**src/rtl/scl_pkg.sv**
```systemverilog
// Shared constants, token codes and payload types of the shell command lexer.
`default_nettype none
package scl_pkg;

   localparam int POS_WIDTH     = 16;
   localparam int OUT_POS_WIDTH = 16;
   localparam int KEYWORD_MAX   = 8;
   localparam int PUSH_MAX      = 3;

   localparam logic [5:0] T_WORD  = 6'd0;
   localparam logic [5:0] T_VAR   = 6'd1;
   localparam logic [5:0] T_DQ    = 6'd2;
   localparam logic [5:0] T_SQ    = 6'd3;
   localparam logic [5:0] T_GT    = 6'd4;
   localparam logic [5:0] T_LT    = 6'd5;
   localparam logic [5:0] T_GTGT  = 6'd6;
   localparam logic [5:0] T_SEMI  = 6'd7;
   localparam logic [5:0] T_LPAR  = 6'd8;
   localparam logic [5:0] T_RPAR  = 6'd9;
   localparam logic [5:0] T_LBRK  = 6'd10;
   localparam logic [5:0] T_RBRK  = 6'd11;
   localparam logic [5:0] T_LBRC  = 6'd12;
   localparam logic [5:0] T_RBRC  = 6'd13;
   localparam logic [5:0] T_PIPE  = 6'd14;
   localparam logic [5:0] T_OR    = 6'd15;
   localparam logic [5:0] T_AND   = 6'd16;
   localparam logic [5:0] T_NL    = 6'd17;
   localparam logic [5:0] T_EQ    = 6'd18;
   localparam logic [5:0] T_EQEQ  = 6'd19;
   localparam logic [5:0] T_NOT   = 6'd20;
   localparam logic [5:0] T_NOTEQ = 6'd21;
   localparam logic [5:0] T_KW0   = 6'd22;
   localparam logic [5:0] T_EOF   = 6'd34;

   typedef logic [POS_WIDTH-1:0] scl_pos_type;
   typedef logic [KEYWORD_MAX-1:0][7:0] scl_word_type;

   typedef struct packed {
      logic [5:0]               token_type;
      logic [OUT_POS_WIDTH-1:0] start_pos;
      logic [OUT_POS_WIDTH-1:0] end_pos;
      logic                     terminated;
      logic                     last;
   } scl_res_type;

   typedef struct packed {
      logic [1:0]                       count;
      scl_res_type [PUSH_MAX-1:0]       item;
   } scl_push_type;

endpackage
`default_nettype wire

```
**src/rtl/scl_req_if.sv**
```systemverilog
// Input channel: one character word or end mark per handshake.
`default_nettype none
interface scl_req_if;
   logic       valid;
   logic       ready;
   logic       action;
   logic [7:0] ch;

   modport source (output valid, output action, output ch, input ready);
   modport sink   (input valid, input action, input ch, output ready);
endinterface
`default_nettype wire

```
**src/rtl/scl_rsp_if.sv**
```systemverilog
// Result channel: one token word per handshake.
`default_nettype none
interface scl_rsp_if;
   logic        valid;
   logic        ready;
   logic [5:0]  token_type;
   logic [15:0] start_pos;
   logic [15:0] end_pos;
   logic        terminated;
   logic        last;

   modport source (output valid, output token_type, output start_pos, output end_pos,
                   output terminated, output last, input ready);
   modport sink   (input valid, input token_type, input start_pos, input end_pos,
                   input terminated, input last, output ready);
endinterface
`default_nettype wire

```
**src/rtl/shell_command_lexer_top.sv**
```systemverilog
// Top level of the shell command lexer: lexer core and token queue.
//
// Takes one input word per cycle (a character, or the end mark) while the token
// queue has room, and emits tokens as a type with start and end positions, one
// token per output handshake. Each input word is decoded in one pass of the lexer
// core; its tokens are written into the token queue when it is accepted and wait
// there for rsp. An input word yields zero to three tokens, so the input keeps up
// with the output at one word per cycle only while each word yields at most one
// token. The input is taken whenever the eight-entry token queue has room for three
// tokens, so it keeps flowing while a finished token waits on rsp. After the end
// mark the lexer is back in its reset state. No clearing pass follows reset.
`default_nettype none
module shell_command_lexer_top (
   input  wire logic clock,
   input  wire logic reset,
   scl_req_if.sink   req_bus,
   scl_rsp_if.source rsp_bus
);

   scl_pkg::scl_push_type push;
   logic                  space_ok;

   scl_core u_core (
      .clock    (clock),
      .reset    (reset),
      .req      (req_bus),
      .space_ok (space_ok),
      .push     (push)
   );

   scl_fifo u_fifo (
      .clock    (clock),
      .reset    (reset),
      .push     (push),
      .space_ok (space_ok),
      .rsp      (rsp_bus)
   );

endmodule
`default_nettype wire

```
**src/rtl/scl_core.sv**
```systemverilog
// Lexer state registers and the single-pass next-state and token logic.
`default_nettype none
module scl_core (
   input  wire logic                  clock,
   input  wire logic                  reset,
   scl_req_if.sink                    req,
   input  wire logic                  space_ok,
   output scl_pkg::scl_push_type      push
);

   localparam int PW = scl_pkg::POS_WIDTH;
   localparam int KM = scl_pkg::KEYWORD_MAX;
   localparam int KI = $clog2(KM);
   localparam int KW_COUNT = 12;
   localparam logic [3:0] WLEN_MAX = 4'd15;

   localparam logic [2:0] MODE_IDLE  = 3'd0;
   localparam logic [2:0] MODE_WORD  = 3'd1;
   localparam logic [2:0] MODE_VAR   = 3'd2;
   localparam logic [2:0] MODE_STR   = 3'd3;
   localparam logic [2:0] MODE_LINE  = 3'd4;
   localparam logic [2:0] MODE_BLOCK = 3'd5;
   localparam logic [2:0] MODE_BSTAR = 3'd6;

   localparam logic [7:0] CH_NONE    = 8'h00;
   localparam logic [7:0] CH_TAB     = 8'h09;
   localparam logic [7:0] CH_NL      = 8'h0A;
   localparam logic [7:0] CH_CR      = 8'h0D;
   localparam logic [7:0] CH_SPACE   = 8'h20;
   localparam logic [7:0] CH_BANG    = 8'h21;
   localparam logic [7:0] CH_DQUOTE  = 8'h22;
   localparam logic [7:0] CH_DOLLAR  = 8'h24;
   localparam logic [7:0] CH_AMP     = 8'h26;
   localparam logic [7:0] CH_SQUOTE  = 8'h27;
   localparam logic [7:0] CH_LPAREN  = 8'h28;
   localparam logic [7:0] CH_RPAREN  = 8'h29;
   localparam logic [7:0] CH_STAR    = 8'h2A;
   localparam logic [7:0] CH_SLASH   = 8'h2F;
   localparam logic [7:0] CH_SEMI    = 8'h3B;
   localparam logic [7:0] CH_LT      = 8'h3C;
   localparam logic [7:0] CH_EQ      = 8'h3D;
   localparam logic [7:0] CH_GT      = 8'h3E;
   localparam logic [7:0] CH_LBRACK  = 8'h5B;
   localparam logic [7:0] CH_BSLASH  = 8'h5C;
   localparam logic [7:0] CH_RBRACK  = 8'h5D;
   localparam logic [7:0] CH_UNDER   = 8'h5F;
   localparam logic [7:0] CH_LBRACE  = 8'h7B;
   localparam logic [7:0] CH_PIPE    = 8'h7C;
   localparam logic [7:0] CH_RBRACE  = 8'h7D;

   localparam int KW_LEN [KW_COUNT] = '{5, 3, 2, 4, 4, 4, 2, 2, 4, 4, 5, 8};
   localparam logic [7:0] KW_TEXT [KW_COUNT][KM] = '{
      '{"w", "h", "i", "l", "e", 8'h00, 8'h00, 8'h00},
      '{"f", "o", "r", 8'h00, 8'h00, 8'h00, 8'h00, 8'h00},
      '{"i", "f", 8'h00, 8'h00, 8'h00, 8'h00, 8'h00, 8'h00},
      '{"t", "h", "e", "n", 8'h00, 8'h00, 8'h00, 8'h00},
      '{"e", "l", "s", "e", 8'h00, 8'h00, 8'h00, 8'h00},
      '{"e", "l", "i", "f", 8'h00, 8'h00, 8'h00, 8'h00},
      '{"f", "i", 8'h00, 8'h00, 8'h00, 8'h00, 8'h00, 8'h00},
      '{"d", "o", 8'h00, 8'h00, 8'h00, 8'h00, 8'h00, 8'h00},
      '{"d", "o", "n", "e", 8'h00, 8'h00, 8'h00, 8'h00},
      '{"t", "r", "u", "e", 8'h00, 8'h00, 8'h00, 8'h00},
      '{"f", "a", "l", "s", "e", 8'h00, 8'h00, 8'h00},
      '{"f", "u", "n", "c", "t", "i", "o", "n"}
   };

   function automatic logic [PW-1:0] sat_inc(input logic [PW-1:0] v);
      return (&v) ? v : v + PW'(1);
   endfunction

   function automatic logic [15:0] clamp_out(input logic [PW-1:0] v);
      logic [32:0] w;
      w = 33'(v);
      return (w > 33'd65535) ? 16'hFFFF : w[15:0];
   endfunction

   function automatic scl_pkg::scl_res_type mk(input logic [5:0] t, input logic [PW-1:0] s,
                                               input logic [PW-1:0] e, input logic term);
      scl_pkg::scl_res_type r;
      r.token_type = t;
      r.start_pos  = clamp_out(s);
      r.end_pos    = clamp_out(e);
      r.terminated = term;
      r.last       = 1'b0;
      return r;
   endfunction

   function automatic logic [5:0] keyword_type(input scl_pkg::scl_word_type wc,
                                               input logic [3:0] wl);
      logic [5:0] t;
      logic       hit;
      t = scl_pkg::T_WORD;
      for (int k = KW_COUNT - 1; k >= 0; k--) begin
         hit = (wl == 4'(KW_LEN[k]));
         for (int i = 0; i < KM; i++) begin
            if (i < KW_LEN[k] && wc[i] != KW_TEXT[k][i]) begin
               hit = 1'b0;
            end
         end
         if (hit) begin
            t = scl_pkg::T_KW0 + 6'(k);
         end
      end
      return t;
   endfunction

   function automatic logic [5:0] single_type(input logic [7:0] c);
      logic [5:0] t;
      unique case (c)
         CH_GT:     t = scl_pkg::T_GT;
         CH_LT:     t = scl_pkg::T_LT;
         CH_SEMI:   t = scl_pkg::T_SEMI;
         CH_LPAREN: t = scl_pkg::T_LPAR;
         CH_RPAREN: t = scl_pkg::T_RPAR;
         CH_LBRACK: t = scl_pkg::T_LBRK;
         CH_RBRACK: t = scl_pkg::T_RBRK;
         CH_LBRACE: t = scl_pkg::T_LBRC;
         CH_RBRACE: t = scl_pkg::T_RBRC;
         CH_PIPE:   t = scl_pkg::T_PIPE;
         CH_NL:     t = scl_pkg::T_NL;
         CH_EQ:     t = scl_pkg::T_EQ;
         CH_BANG:   t = scl_pkg::T_NOT;
         default:   t = scl_pkg::T_WORD;
      endcase
      return t;
   endfunction

   function automatic logic [5:0] double_type(input logic [7:0] c);
      logic [5:0] t;
      unique case (c)
         CH_EQ:   t = scl_pkg::T_EQEQ;
         CH_PIPE: t = scl_pkg::T_OR;
         CH_AMP:  t = scl_pkg::T_AND;
         CH_GT:   t = scl_pkg::T_GTGT;
         default: t = scl_pkg::T_WORD;
      endcase
      return t;
   endfunction

   function automatic logic is_var_char(input logic [7:0] c);
      return (c >= "0" && c <= "9") || (c >= "a" && c <= "z") ||
             (c >= "A" && c <= "Z") || c == CH_UNDER;
   endfunction

   logic [2:0]            mode_ff, mode_in;
   logic [7:0]            pend_ff, pend_in;
   logic [PW-1:0]         pos_ff, pos_in;
   logic [PW-1:0]         tstart_ff, tstart_in;
   scl_pkg::scl_word_type wchars_ff, wchars_in;
   logic [3:0]            wlen_ff, wlen_in;
   logic                  qkind_ff, qkind_in;
   logic                  esc_ff, esc_in;

   logic                  fire;
   logic                  used;
   logic                  go;
   logic [PW-1:0]         idx;
   logic [7:0]            c;
   scl_pkg::scl_res_type  slot [scl_pkg::PUSH_MAX];
   logic [scl_pkg::PUSH_MAX-1:0] slot_v;
   logic [1:0]            n;
   scl_pkg::scl_res_type [scl_pkg::PUSH_MAX-1:0] items;

   assign req.ready = space_ok;
   assign fire      = req.valid & req.ready;
   assign c         = req.ch;

   always_comb begin
      mode_in   = mode_ff;
      pend_in   = pend_ff;
      pos_in    = pos_ff;
      tstart_in = tstart_ff;
      wchars_in = wchars_ff;
      wlen_in   = wlen_ff;
      qkind_in  = qkind_ff;
      esc_in    = esc_ff;
      used      = 1'b0;
      go        = 1'b0;
      idx       = pos_ff;
      slot_v    = '0;
      for (int k = 0; k < scl_pkg::PUSH_MAX; k++) begin
         slot[k] = mk(scl_pkg::T_WORD, pos_ff, pos_ff, 1'b1);
      end

      // resolve the held character against this word
      if (pend_ff != CH_NONE) begin
         pend_in = CH_NONE;
         if (pend_ff == CH_SLASH) begin
            if (!req.action && (c == CH_SLASH || c == CH_STAR)) begin
               if (mode_in == MODE_WORD) begin
                  slot[0]   = mk(keyword_type(wchars_in, wlen_in), tstart_in, pos_in, 1'b1);
                  slot_v[0] = 1'b1;
               end
               mode_in = (c == CH_SLASH) ? MODE_LINE : MODE_BLOCK;
               pos_in  = sat_inc(sat_inc(pos_in));
               used    = 1'b1;
            end else begin
               if (mode_in != MODE_WORD) begin
                  mode_in   = MODE_WORD;
                  tstart_in = pos_in;
                  wlen_in   = 4'd0;
               end
               if (wlen_in < 4'(KM)) wchars_in[wlen_in[KI-1:0]] = CH_SLASH;
               if (wlen_in < WLEN_MAX) wlen_in = wlen_in + 4'd1;
               pos_in = sat_inc(pos_in);
            end
         end else if (pend_ff == CH_BANG) begin
            slot_v[0] = 1'b1;
            if (!req.action && c == CH_EQ) begin
               slot[0] = mk(scl_pkg::T_NOTEQ, pos_in, sat_inc(sat_inc(pos_in)), 1'b1);
               pos_in  = sat_inc(sat_inc(pos_in));
               used    = 1'b1;
            end else begin
               slot[0] = mk(scl_pkg::T_NOT, pos_in, sat_inc(pos_in), 1'b1);
               pos_in  = sat_inc(pos_in);
            end
         end else begin
            slot_v[0] = 1'b1;
            if (!req.action && c == pend_ff) begin
               slot[0] = mk(double_type(pend_ff), pos_in, sat_inc(sat_inc(pos_in)), 1'b1);
               pos_in  = sat_inc(sat_inc(pos_in));
               used    = 1'b1;
            end else begin
               slot[0] = mk(single_type(pend_ff), pos_in, sat_inc(pos_in), 1'b1);
               pos_in  = sat_inc(pos_in);
            end
         end
      end

      if (req.action) begin
         if (mode_in == MODE_WORD) begin
            slot[1]   = mk(keyword_type(wchars_in, wlen_in), tstart_in, pos_in, 1'b1);
            slot_v[1] = 1'b1;
         end else if (mode_in == MODE_VAR) begin
            slot[1]   = mk(scl_pkg::T_VAR, tstart_in, pos_in, 1'b1);
            slot_v[1] = 1'b1;
         end else if (mode_in == MODE_STR) begin
            slot[1]   = mk(qkind_in ? scl_pkg::T_SQ : scl_pkg::T_DQ, tstart_in, pos_in, 1'b0);
            slot_v[1] = 1'b1;
         end
         slot[2]   = mk(scl_pkg::T_EOF, pos_in, pos_in, 1'b1);
         slot_v[2] = 1'b1;
         mode_in   = MODE_IDLE;
         pend_in   = CH_NONE;
         pos_in    = '0;
         tstart_in = '0;
         wlen_in   = 4'd0;
         qkind_in  = 1'b0;
         esc_in    = 1'b0;
      end else if (!used) begin
         idx = pos_in;
         go  = 1'b1;
         unique case (mode_in)
            MODE_STR: begin
               if (esc_in) begin
                  esc_in = 1'b0;
               end else if (c == CH_BSLASH) begin
                  esc_in = 1'b1;
               end else if (c == (qkind_in ? CH_SQUOTE : CH_DQUOTE)) begin
                  slot[1]   = mk(qkind_in ? scl_pkg::T_SQ : scl_pkg::T_DQ, tstart_in,
                                 sat_inc(idx), 1'b1);
                  slot_v[1] = 1'b1;
                  mode_in   = MODE_IDLE;
               end
               pos_in = sat_inc(pos_in);
               go     = 1'b0;
            end
            MODE_LINE: begin
               if (c == CH_NL) mode_in = MODE_IDLE;
               pos_in = sat_inc(pos_in);
               go     = 1'b0;
            end
            MODE_BLOCK: begin
               if (c == CH_STAR) mode_in = MODE_BSTAR;
               pos_in = sat_inc(pos_in);
               go     = 1'b0;
            end
            MODE_BSTAR: begin
               if (c == CH_SLASH) begin
                  mode_in = MODE_IDLE;
               end else if (c != CH_STAR) begin
                  mode_in = MODE_BLOCK;
               end
               pos_in = sat_inc(pos_in);
               go     = 1'b0;
            end
            MODE_VAR: begin
               if (is_var_char(c)) begin
                  pos_in = sat_inc(pos_in);
                  go     = 1'b0;
               end else begin
                  slot[1]   = mk(scl_pkg::T_VAR, tstart_in, idx, 1'b1);
                  slot_v[1] = 1'b1;
                  mode_in   = MODE_IDLE;
               end
            end
            default: begin
            end
         endcase

         if (go) begin
            unique case (c) inside
               CH_SPACE, CH_TAB, CH_CR, CH_PIPE, CH_GT, CH_AMP, CH_EQ, CH_BANG,
               CH_LT, CH_SEMI, CH_LPAREN, CH_RPAREN, CH_LBRACK, CH_RBRACK,
               CH_LBRACE, CH_RBRACE, CH_NL: begin
                  // close any open word
                  if (mode_in == MODE_WORD) begin
                     slot[1]   = mk(keyword_type(wchars_in, wlen_in), tstart_in, idx, 1'b1);
                     slot_v[1] = 1'b1;
                     mode_in   = MODE_IDLE;
                  end
                  if (c == CH_PIPE || c == CH_GT || c == CH_AMP || c == CH_EQ ||
                      c == CH_BANG) begin
                     pend_in = c;
                  end else if (c == CH_SPACE || c == CH_TAB || c == CH_CR) begin
                     pos_in = sat_inc(pos_in);
                  end else begin
                     slot[2]   = mk(single_type(c), idx, sat_inc(idx), 1'b1);
                     slot_v[2] = 1'b1;
                     pos_in    = sat_inc(pos_in);
                  end
               end
               CH_SLASH: begin
                  pend_in = c;
               end
               default: begin
                  if (mode_in != MODE_WORD &&
                      (c == CH_DOLLAR || c == CH_SQUOTE || c == CH_DQUOTE)) begin
                     tstart_in = idx;
                     if (c == CH_DOLLAR) begin
                        mode_in = MODE_VAR;
                     end else begin
                        mode_in  = MODE_STR;
                        qkind_in = (c == CH_SQUOTE);
                        esc_in   = 1'b0;
                     end
                  end else begin
                     if (mode_in != MODE_WORD) begin
                        mode_in   = MODE_WORD;
                        tstart_in = pos_in;
                        wlen_in   = 4'd0;
                     end
                     if (wlen_in < 4'(KM)) wchars_in[wlen_in[KI-1:0]] = c;
                     if (wlen_in < WLEN_MAX) wlen_in = wlen_in + 4'd1;
                  end
                  pos_in = sat_inc(pos_in);
               end
            endcase
         end
      end
   end

   // pack the tokens in order and mark the final one
   always_comb begin
      n     = 2'd0;
      items = '0;
      for (int k = 0; k < scl_pkg::PUSH_MAX; k++) begin
         if (slot_v[k]) begin
            items[n] = slot[k];
            n        = n + 2'd1;
         end
      end
      if (n != 2'd0) items[n - 2'd1].last = 1'b1;
      push.count = fire ? n : 2'd0;
      push.item  = items;
   end

   always_ff @(posedge clock) begin
      if (reset) begin
         mode_ff   <= MODE_IDLE;
         pend_ff   <= CH_NONE;
         pos_ff    <= '0;
         tstart_ff <= '0;
         wlen_ff   <= 4'd0;
         qkind_ff  <= 1'b0;
         esc_ff    <= 1'b0;
      end else if (fire) begin
         mode_ff   <= mode_in;
         pend_ff   <= pend_in;
         pos_ff    <= pos_in;
         tstart_ff <= tstart_in;
         wlen_ff   <= wlen_in;
         qkind_ff  <= qkind_in;
         esc_ff    <= esc_in;
      end
   end

   always_ff @(posedge clock) begin
      if (fire) wchars_ff <= wchars_in;
   end

endmodule
`default_nettype wire

```
**src/rtl/scl_fifo.sv**
```systemverilog
// Token queue: takes up to three tokens per cycle, hands out one per handshake.
`default_nettype none
module scl_fifo (
   input  wire logic                  clock,
   input  wire logic                  reset,
   input  scl_pkg::scl_push_type      push,
   output logic                       space_ok,
   scl_rsp_if.source                  rsp
);

   localparam int DEPTH = 8;
   localparam int AW    = $clog2(DEPTH);

   scl_pkg::scl_res_type mem_ff [DEPTH];
   logic [AW-1:0]        head_ff, head_in;
   logic [AW-1:0]        tail_ff, tail_in;
   logic [AW:0]          count_ff, count_in;
   logic                 pop;
   scl_pkg::scl_res_type head_word;

   assign head_word      = mem_ff[head_ff];
   assign rsp.valid      = (count_ff != '0);
   assign rsp.token_type = head_word.token_type;
   assign rsp.start_pos  = head_word.start_pos;
   assign rsp.end_pos    = head_word.end_pos;
   assign rsp.terminated = head_word.terminated;
   assign rsp.last       = head_word.last;

   assign pop      = rsp.valid & rsp.ready;
   assign space_ok = (count_ff <= (AW+1)'(DEPTH - scl_pkg::PUSH_MAX));
   assign head_in  = head_ff + AW'(pop);
   assign tail_in  = tail_ff + AW'(push.count);
   assign count_in = count_ff + (AW+1)'(push.count) - (AW+1)'(pop);

   always_ff @(posedge clock) begin
      if (reset) begin
         head_ff  <= '0;
         tail_ff  <= '0;
         count_ff <= '0;
      end else begin
         head_ff  <= head_in;
         tail_ff  <= tail_in;
         count_ff <= count_in;
      end
   end

   always_ff @(posedge clock) begin
      for (int k = 0; k < scl_pkg::PUSH_MAX; k++) begin
         if (2'(k) < push.count) mem_ff[tail_ff + AW'(k)] <= push.item[k];
      end
   end

endmodule
`default_nettype wire

```
**src/flat_wrapper.sv**
```systemverilog
// flat-port wrapper written by rule: the top's interface ports become plain ports
module shell_command_lexer_top_flat 
  (clock, reset, req_bus_valid, req_bus_action, req_bus_ch, req_bus_ready, rsp_bus_valid, rsp_bus_token_type, rsp_bus_start_pos, rsp_bus_end_pos, rsp_bus_terminated, rsp_bus_last, rsp_bus_ready);
  scl_req_if req_bus_i ();
  scl_rsp_if rsp_bus_i ();
  input  wire logic clock;
  input  wire logic reset;
  input wire logic [$bits(req_bus_i.valid)-1:0] req_bus_valid;
  input wire logic [$bits(req_bus_i.action)-1:0] req_bus_action;
  input wire logic [$bits(req_bus_i.ch)-1:0] req_bus_ch;
  output wire logic [$bits(req_bus_i.ready)-1:0] req_bus_ready;
  output wire logic [$bits(rsp_bus_i.valid)-1:0] rsp_bus_valid;
  output wire logic [$bits(rsp_bus_i.token_type)-1:0] rsp_bus_token_type;
  output wire logic [$bits(rsp_bus_i.start_pos)-1:0] rsp_bus_start_pos;
  output wire logic [$bits(rsp_bus_i.end_pos)-1:0] rsp_bus_end_pos;
  output wire logic [$bits(rsp_bus_i.terminated)-1:0] rsp_bus_terminated;
  output wire logic [$bits(rsp_bus_i.last)-1:0] rsp_bus_last;
  input wire logic [$bits(rsp_bus_i.ready)-1:0] rsp_bus_ready;
  assign req_bus_i.valid = req_bus_valid;
  assign req_bus_i.action = req_bus_action;
  assign req_bus_i.ch = req_bus_ch;
  assign req_bus_ready = req_bus_i.ready;
  assign rsp_bus_valid = rsp_bus_i.valid;
  assign rsp_bus_token_type = rsp_bus_i.token_type;
  assign rsp_bus_start_pos = rsp_bus_i.start_pos;
  assign rsp_bus_end_pos = rsp_bus_i.end_pos;
  assign rsp_bus_terminated = rsp_bus_i.terminated;
  assign rsp_bus_last = rsp_bus_i.last;
  assign rsp_bus_i.ready = rsp_bus_ready;
  shell_command_lexer_top u_core (.clock(clock), .reset(reset), .req_bus(req_bus_i), .rsp_bus(rsp_bus_i));
endmodule
```
**config.mk**
```make
export PLATFORM = sky130hd
export DESIGN_NAME = shell_command_lexer_top_flat
export DESIGN_NICKNAME = d
export VERILOG_FILES = /design/src/rtl/scl_pkg.sv /design/src/rtl/scl_req_if.sv /design/src/rtl/scl_rsp_if.sv /design/src/rtl/shell_command_lexer_top.sv /design/src/rtl/scl_core.sv /design/src/rtl/scl_fifo.sv /design/src/flat_wrapper.sv
export SDC_FILE = /design/constraint.sdc
export NUM_CORES = 2
export LEC_CHECK = 0
export BUFFER_PORTS_ARGS = -buffer_cell sky130_fd_sc_hd__buf_2
export CAP_MARGIN = 10
export CORE_MARGIN = 2
export CORE_UTILIZATION = 45
export DETAILED_ROUTE_END_ITERATION = 7
export SETUP_SLACK_MARGIN = 0.05
export SLEW_MARGIN = 5
export SYNTH_ARGS = -nofsm -noshare
export SYNTH_HDL_FRONTEND = slang
export SYNTH_SLANG_ARGS = --single-unit
```
**constraint.sdc**
```tcl
create_clock -name clock -period 10.8 [get_ports clock]
set_clock_uncertainty 0.05 [all_clocks]
set_input_delay 2.16 -clock clock [delete_from_list [all_inputs] [get_ports clock]]
set_output_delay 2.16 -clock clock [all_outputs]
set_load 0.02 [all_outputs]
```
# Word-level counts from Yosys, hierarchy flattened
# Memory sizes are Yosys's and may differ from the RTL's. A register that Yosys moved wholly into a read port is not among the register bits.
# Cells that the tools add are included.
[op_classes]
addsub = 15
mul = 0
div = 0
magnitude_cmp = 24
eq_ne = 129
n_shift = 0
muxes = 444
bitwise_logic = 5
reduce_logical = 39
[ops]
columns = ["op", "count"]
rows = [
  ["two-way mux 64 bit", 10],
  ["!= test 8 x 7 -> 1 bit (second input constant)", 64],
  ["two-way mux 40 bit", 12],
  ["two-way mux 16 bit", 27],
  ["bitwise mux 120 bit", 3],
  ["two-way mux 120 bit", 3],
  ["two-way mux 80 bit", 4],
  ["two-way mux 1 bit", 268],
  ["demux 40 bit (select 2 bit)", 3],
  ["two-way mux 6 bit", 36],
  ["equality test 8 x 6 -> 1 bit (second input constant)", 23],
  ["two-way mux 36 bit", 4],
  ["equality test 8 x 7 -> 1 bit (second input constant)", 12],
  ["two-way mux 4 bit", 20],
  ["one-hot mux 40 bit (2 select lines)", 1],
  ["two-way mux 39 bit", 2],
  ["two-way mux 35 bit", 2],
  ["two-way mux 3 bit", 22],
  ["one-hot mux 5 bit (13 select lines)", 1],
  ["adder 16 x 1 -> 16 bit (second input constant)", 4],
  ["bitwise mux 64 bit", 1],
  ["one-hot mux 16 bit (2 select lines)", 2],
  ["AND reduction 16 bit", 4],
  ["one-hot mux 5 bit (12 select lines)", 1],
  ["57 further kinds", 127],
]
[word_totals]
reg_bits = 123
latchBits = 0
ramBits = 320
romBits = 0
elab_cells = 675
mem_count = 1
[memory_table]
columns = ["memory", "words", "word_bits", "rd", "rd_clocked_by_memory_dff", "write_ports", "line_no", "rtl"]
rows = [
  ["u_core.u_fifo.mem_ff", 8, 40, 1, 1, 3, "scl_fifo.sv:14", "scl_pkg::scl_res_type mem_ff [DEPTH];"],
]

# Logic depth before layout (Yosys ltp)
[logic_depth]
ltp_word = 53
depth_mapped = 31
ltp_nobuf = 27

# Modules after synthesis
# From an unflattened synthesis, not the netlist that was laid out.
[unflattened]
hier_cells = 4420
area_unflattened_um2 = 36193.5
[modules_own_cells]
columns = ["mod", "instances", "cells_each", "area_each_um2", "seq_area_each_um2"]
rows = [
  ["scl_fifo", 1, 2306, 22082.4, 9809.4],
  ["scl_core", 1, 2114, 14111.0, 2902.8],
]

# Worst setup path before layout
# Ideal clock, no wire load.
[synth_timing]
path_kind = "input-to-reg"
start = "in req_bus_ch[4]"
end = "mem u_core.u_fifo.mem_ff[1][0] (netlist bit) (enable)"
arrival_ns = 9.436
t_required_ns = 10.252
setup_slack_ns = 0.817
path_stages = 19
n_path_buf = 5
path_cell_list = "clkbuf_1 > nor4b_1 > and4_1 > buf_2 > nor2_1 > clkbuf_1 > a21oi_1 > o211a_1 > o211a_1 > nor2_1 > a21oi_1 > o21a_1 > buf_1 > ha_1 > or3_1 > clkbuf_1 > nor3b_1 > o21ai_0 > o31ai_1"
[synth_rtl]
columns = ["item", "line_no", "rtl"]
rows = [
  ["start: declaration", "flat_wrapper.sv:10", "input wire logic [$bits(req_bus_i.ch)-1:0] req_bus_ch;"],
  ["end: declaration", "scl_fifo.sv:14", ""],
]

==> impl_metrics.ini <==
[clock_tree]
holdBufCountCts = 0
cts.clk_slew.worst_paths_ns = 0.06
cts.sinks = 443
ctsResizeCount = 0
cts_tree = yes
clock_latency_ns = 0.64
cts_buffers = 51
h-tree-depth = 2
cts_root_buf = clkbuf_16
post_cts_buffers = 0
cts.path.max_buffers = 3

[synth]
synth_edf_count = 384
synth-seq-cells = 443
async_flop_share_pct = 0
syn-instance-count = 3545
ys_seq_area_share_pct = 39.7
synth_area_um2 = 32000
syn-num-nets = 3580
yosys_warnings = 0
ys_types = 111
avgSynthCellArea_um2 = 9.02
synthFlopType = edfxtp_1

[timing]
hold_ws_ns = 0.421
finalSetupViolCount = 0
tightest_slew_ns = 1.36
fin_crit_ns = 9.24
rsz0062_at_grt = no
hold_viol = 0
finalCritPeriodShare_pct = 85.6
max_clock_freq_mhz = 108
relSlewSlack_pct = 9.00
setup_tns_ns = 0
slew_violations = 0

[setup_path]
crit_required_ns = 11.04
path_class = reg -> reg
worstPathCellList = nand4_1, or4_1, and3_4, a2111oi_4, nand4_2, a21boi_0, a211o_1, and2_1, ha_1, and4_4, nand3_4, nor4_1, mux2i_1, mux2_2, a21oi_1, a22oi_1, nand2_1, o221ai_1
max_stage_delay_ns = 0.94
reg2reg_from = u_core.u_core.pos_ff[4]$_SDFFE_PP0P_
cp-end-kind = flop
critPathMaxFanout = 19
startpoint_type = flop
cp_slowest_cell = dfxtp_1
cp.arrival_ns = 9.49
crit_start = u_core.u_core.pos_ff[4]$_SDFFE_PP0P_

[global_route]
grt_util_all_layers_pct = 37.8
grt_max_degree = 65
grt-ovfl-total = 0
grt_pass1_wl_mm = 207
grt_pass1_vias = 30566
antenna_found_initial = 1

[die]
io_pins = 55
die_area_um2 = 73200
coreArea_um2 = 70100
die_height_um = 271
rows = 97
die_x_um = 271
initial_core_util_pct = 45.6

[finish]
drive_gt1_share_pct = 14.0
layout_commonest_cell = nand2_1
area_growth_pct = 9.40
utilization_pct = 49.9
seqCellArea_um2 = 12700
final_cell_mix = 524 x nand2_1, 384 x edfxtp_1, 368 x nor2_1
fillCellCount = 6644
antenna_cells = 0
fin_nets = 3510
multi_input_area_um2 = 18100

[drt]
ant_nets = 0
wl_per_cell_um = 32.0
routed_wl_mm = 143
first_pass_iters = 7
vias_per_cell = 7.27
num_vias = 32397
drc = 0
initialDrtViolationCount = 4882

[pwr]
powerDensity_nw_per_um2 = 155
p_leak_nw = 11.1
p_total_w = 0.00541
vdd_drop_max_uv = 202

[hold_path]
min_path_type = reg -> reg
hp-start = u_core.u_core.tstart_ff[4]$_SDFFE_PP0P_

[placed_design]
gp_congestion = 1.01
dp_hpwl_mm = 98.6
numPortBuffers = 54

[run_status]
status = finished, final reports clean

[run]
cap_violations = 0
## synth_stat cells (28+ instances only)
master | instances | area, um2
a21o_1 | 28 | 210
a21oi_1 | 198 | 991
a221o_1 | 44 | 440
a221oi_1 | 38 | 333
a22oi_1 | 40 | 300
a31oi_1 | 43 | 269
buf_1 | 29 | 109
clkbuf_1 | 262 | 983
dfxtp_1 | 59 | 1180
edfxtp_1 | 384 | 11500
inv_1 | 39 | 146
mux2_2 | 45 | 507
mux2i_1 | 35 | 350
mux4_2 | 80 | 1800
nand2_1 | 525 | 1970
nand2b_1 | 30 | 188
nand3_1 | 98 | 490
nand4_1 | 38 | 238
nor2_1 | 377 | 1420
nor3_1 | 82 | 410
nor4_1 | 38 | 238
o211ai_1 | 35 | 263
o21ai_0 | 199 | 996
o21ai_1 | 28 | 140
o221ai_1 | 215 | 1880
o22ai_1 | 53 | 332
xnor2_1 | 34 | 298
## state kept, by name (all words and copies together), names as in the netlist
signal and cells:
u_core.u_fifo.mem_ff 320, u_core.u_core.wchars_ff 64, u_core.u_core.pos_ff 16, u_core.u_core.tstart_ff 16, u_core.u_core.pend_ff 8, u_core.u_core.wlen_ff 4, u_core.u_fifo.count_ff 4, u_core.u_core.mode_ff 3
u_core.u_fifo.head_ff 3, u_core.u_fifo.tail_ff 3, u_core.u_core.esc_ff 1, u_core.u_core.qkind_ff 1
## layer usage
metal | GRT usage, % | part of all wire [%] | up-vias
met1 | 50.1 | 39 | 15710
met2 | 57.5 | 44 | 2432
li1 | - | - | 13753
met4 | 20.5 | 6.2 | 2
met3 | 8.41 | 11 | 500
met5 | 0 | 0.014 | -
## final cells by class
| type | count | share of cell area, % |
|---|---|---|
| multi-input combinational | 2744 | 51.7 |
| sequential | 443 | 36.4 |
| timing repair buffer | 192 | 3.73 |
| clock buffer | 58 | 3.72 |
| tap | 940 | 3.36 |
| clock inverter | 36 | 0.676 |
| inverter | 43 | 0.461 |
## where the power goes
group	internal, W	total, W	switching [W]
logic	0.000597	0.00156	0.000961
clock network	0.000892	0.00164	0.000752
registers	0.00209	0.00221	0.000113
total	0.00358	0.00541	0.00182
## critical path: cells and delay by family, from the launching register on
kind / cells / cell delay, ns
adders and majority gates: 1 / 0.53
and+or+nand+nor: 9 / 3.97
muxes: 2 / 0.69
DFF: 1 / 0.94
AOI/OAI and AO/OA: 6 / 2.72
## worst paths after layout
path	slack [ns]	cells past startpoint	end
setup / recovery	1.56	18	u_core.u_fifo.mem_ff[2][16]$_DFFE_PP_
hold / removal	0.42	2	u_core.u_core.tstart_ff[4]$_SDFFE_PP0P_
setup reg to reg	1.56	18	u_core.u_fifo.mem_ff[2][16]$_DFFE_PP_
hold reg to reg	0.42	2	u_core.u_core.tstart_ff[4]$_SDFFE_PP0P_
## logic make-up (layout without fill, tap and decap cells)
kind of cell	Yosys count	count (layout)	share of synthesized area (%)
AOI/OAI and AO/OA	1140	1140	25.4
xor gates and xnor gates	47	47	1.29
adders and majority gates	22	22	0.908
buffers and inverters	358	329	4.33
DFF	443	443	39.7
muxes	160	160	8.31
and+or+nand+nor	1375	1375	20.0
## per-stage QoR
step,setup WS [ns],area (um2),instances
2_1_floorplan,0.817,32000,3545
3_3_place_gp,1.43,33400,4362
3_5_place_dp,1.30,33400,4362
4_1_cts,1.83,35000,4456
5_1_grt,1.13,35000,4456
6_report,1.56,35000,4456
Note: power is estimated with default switching activity, not from simulation.
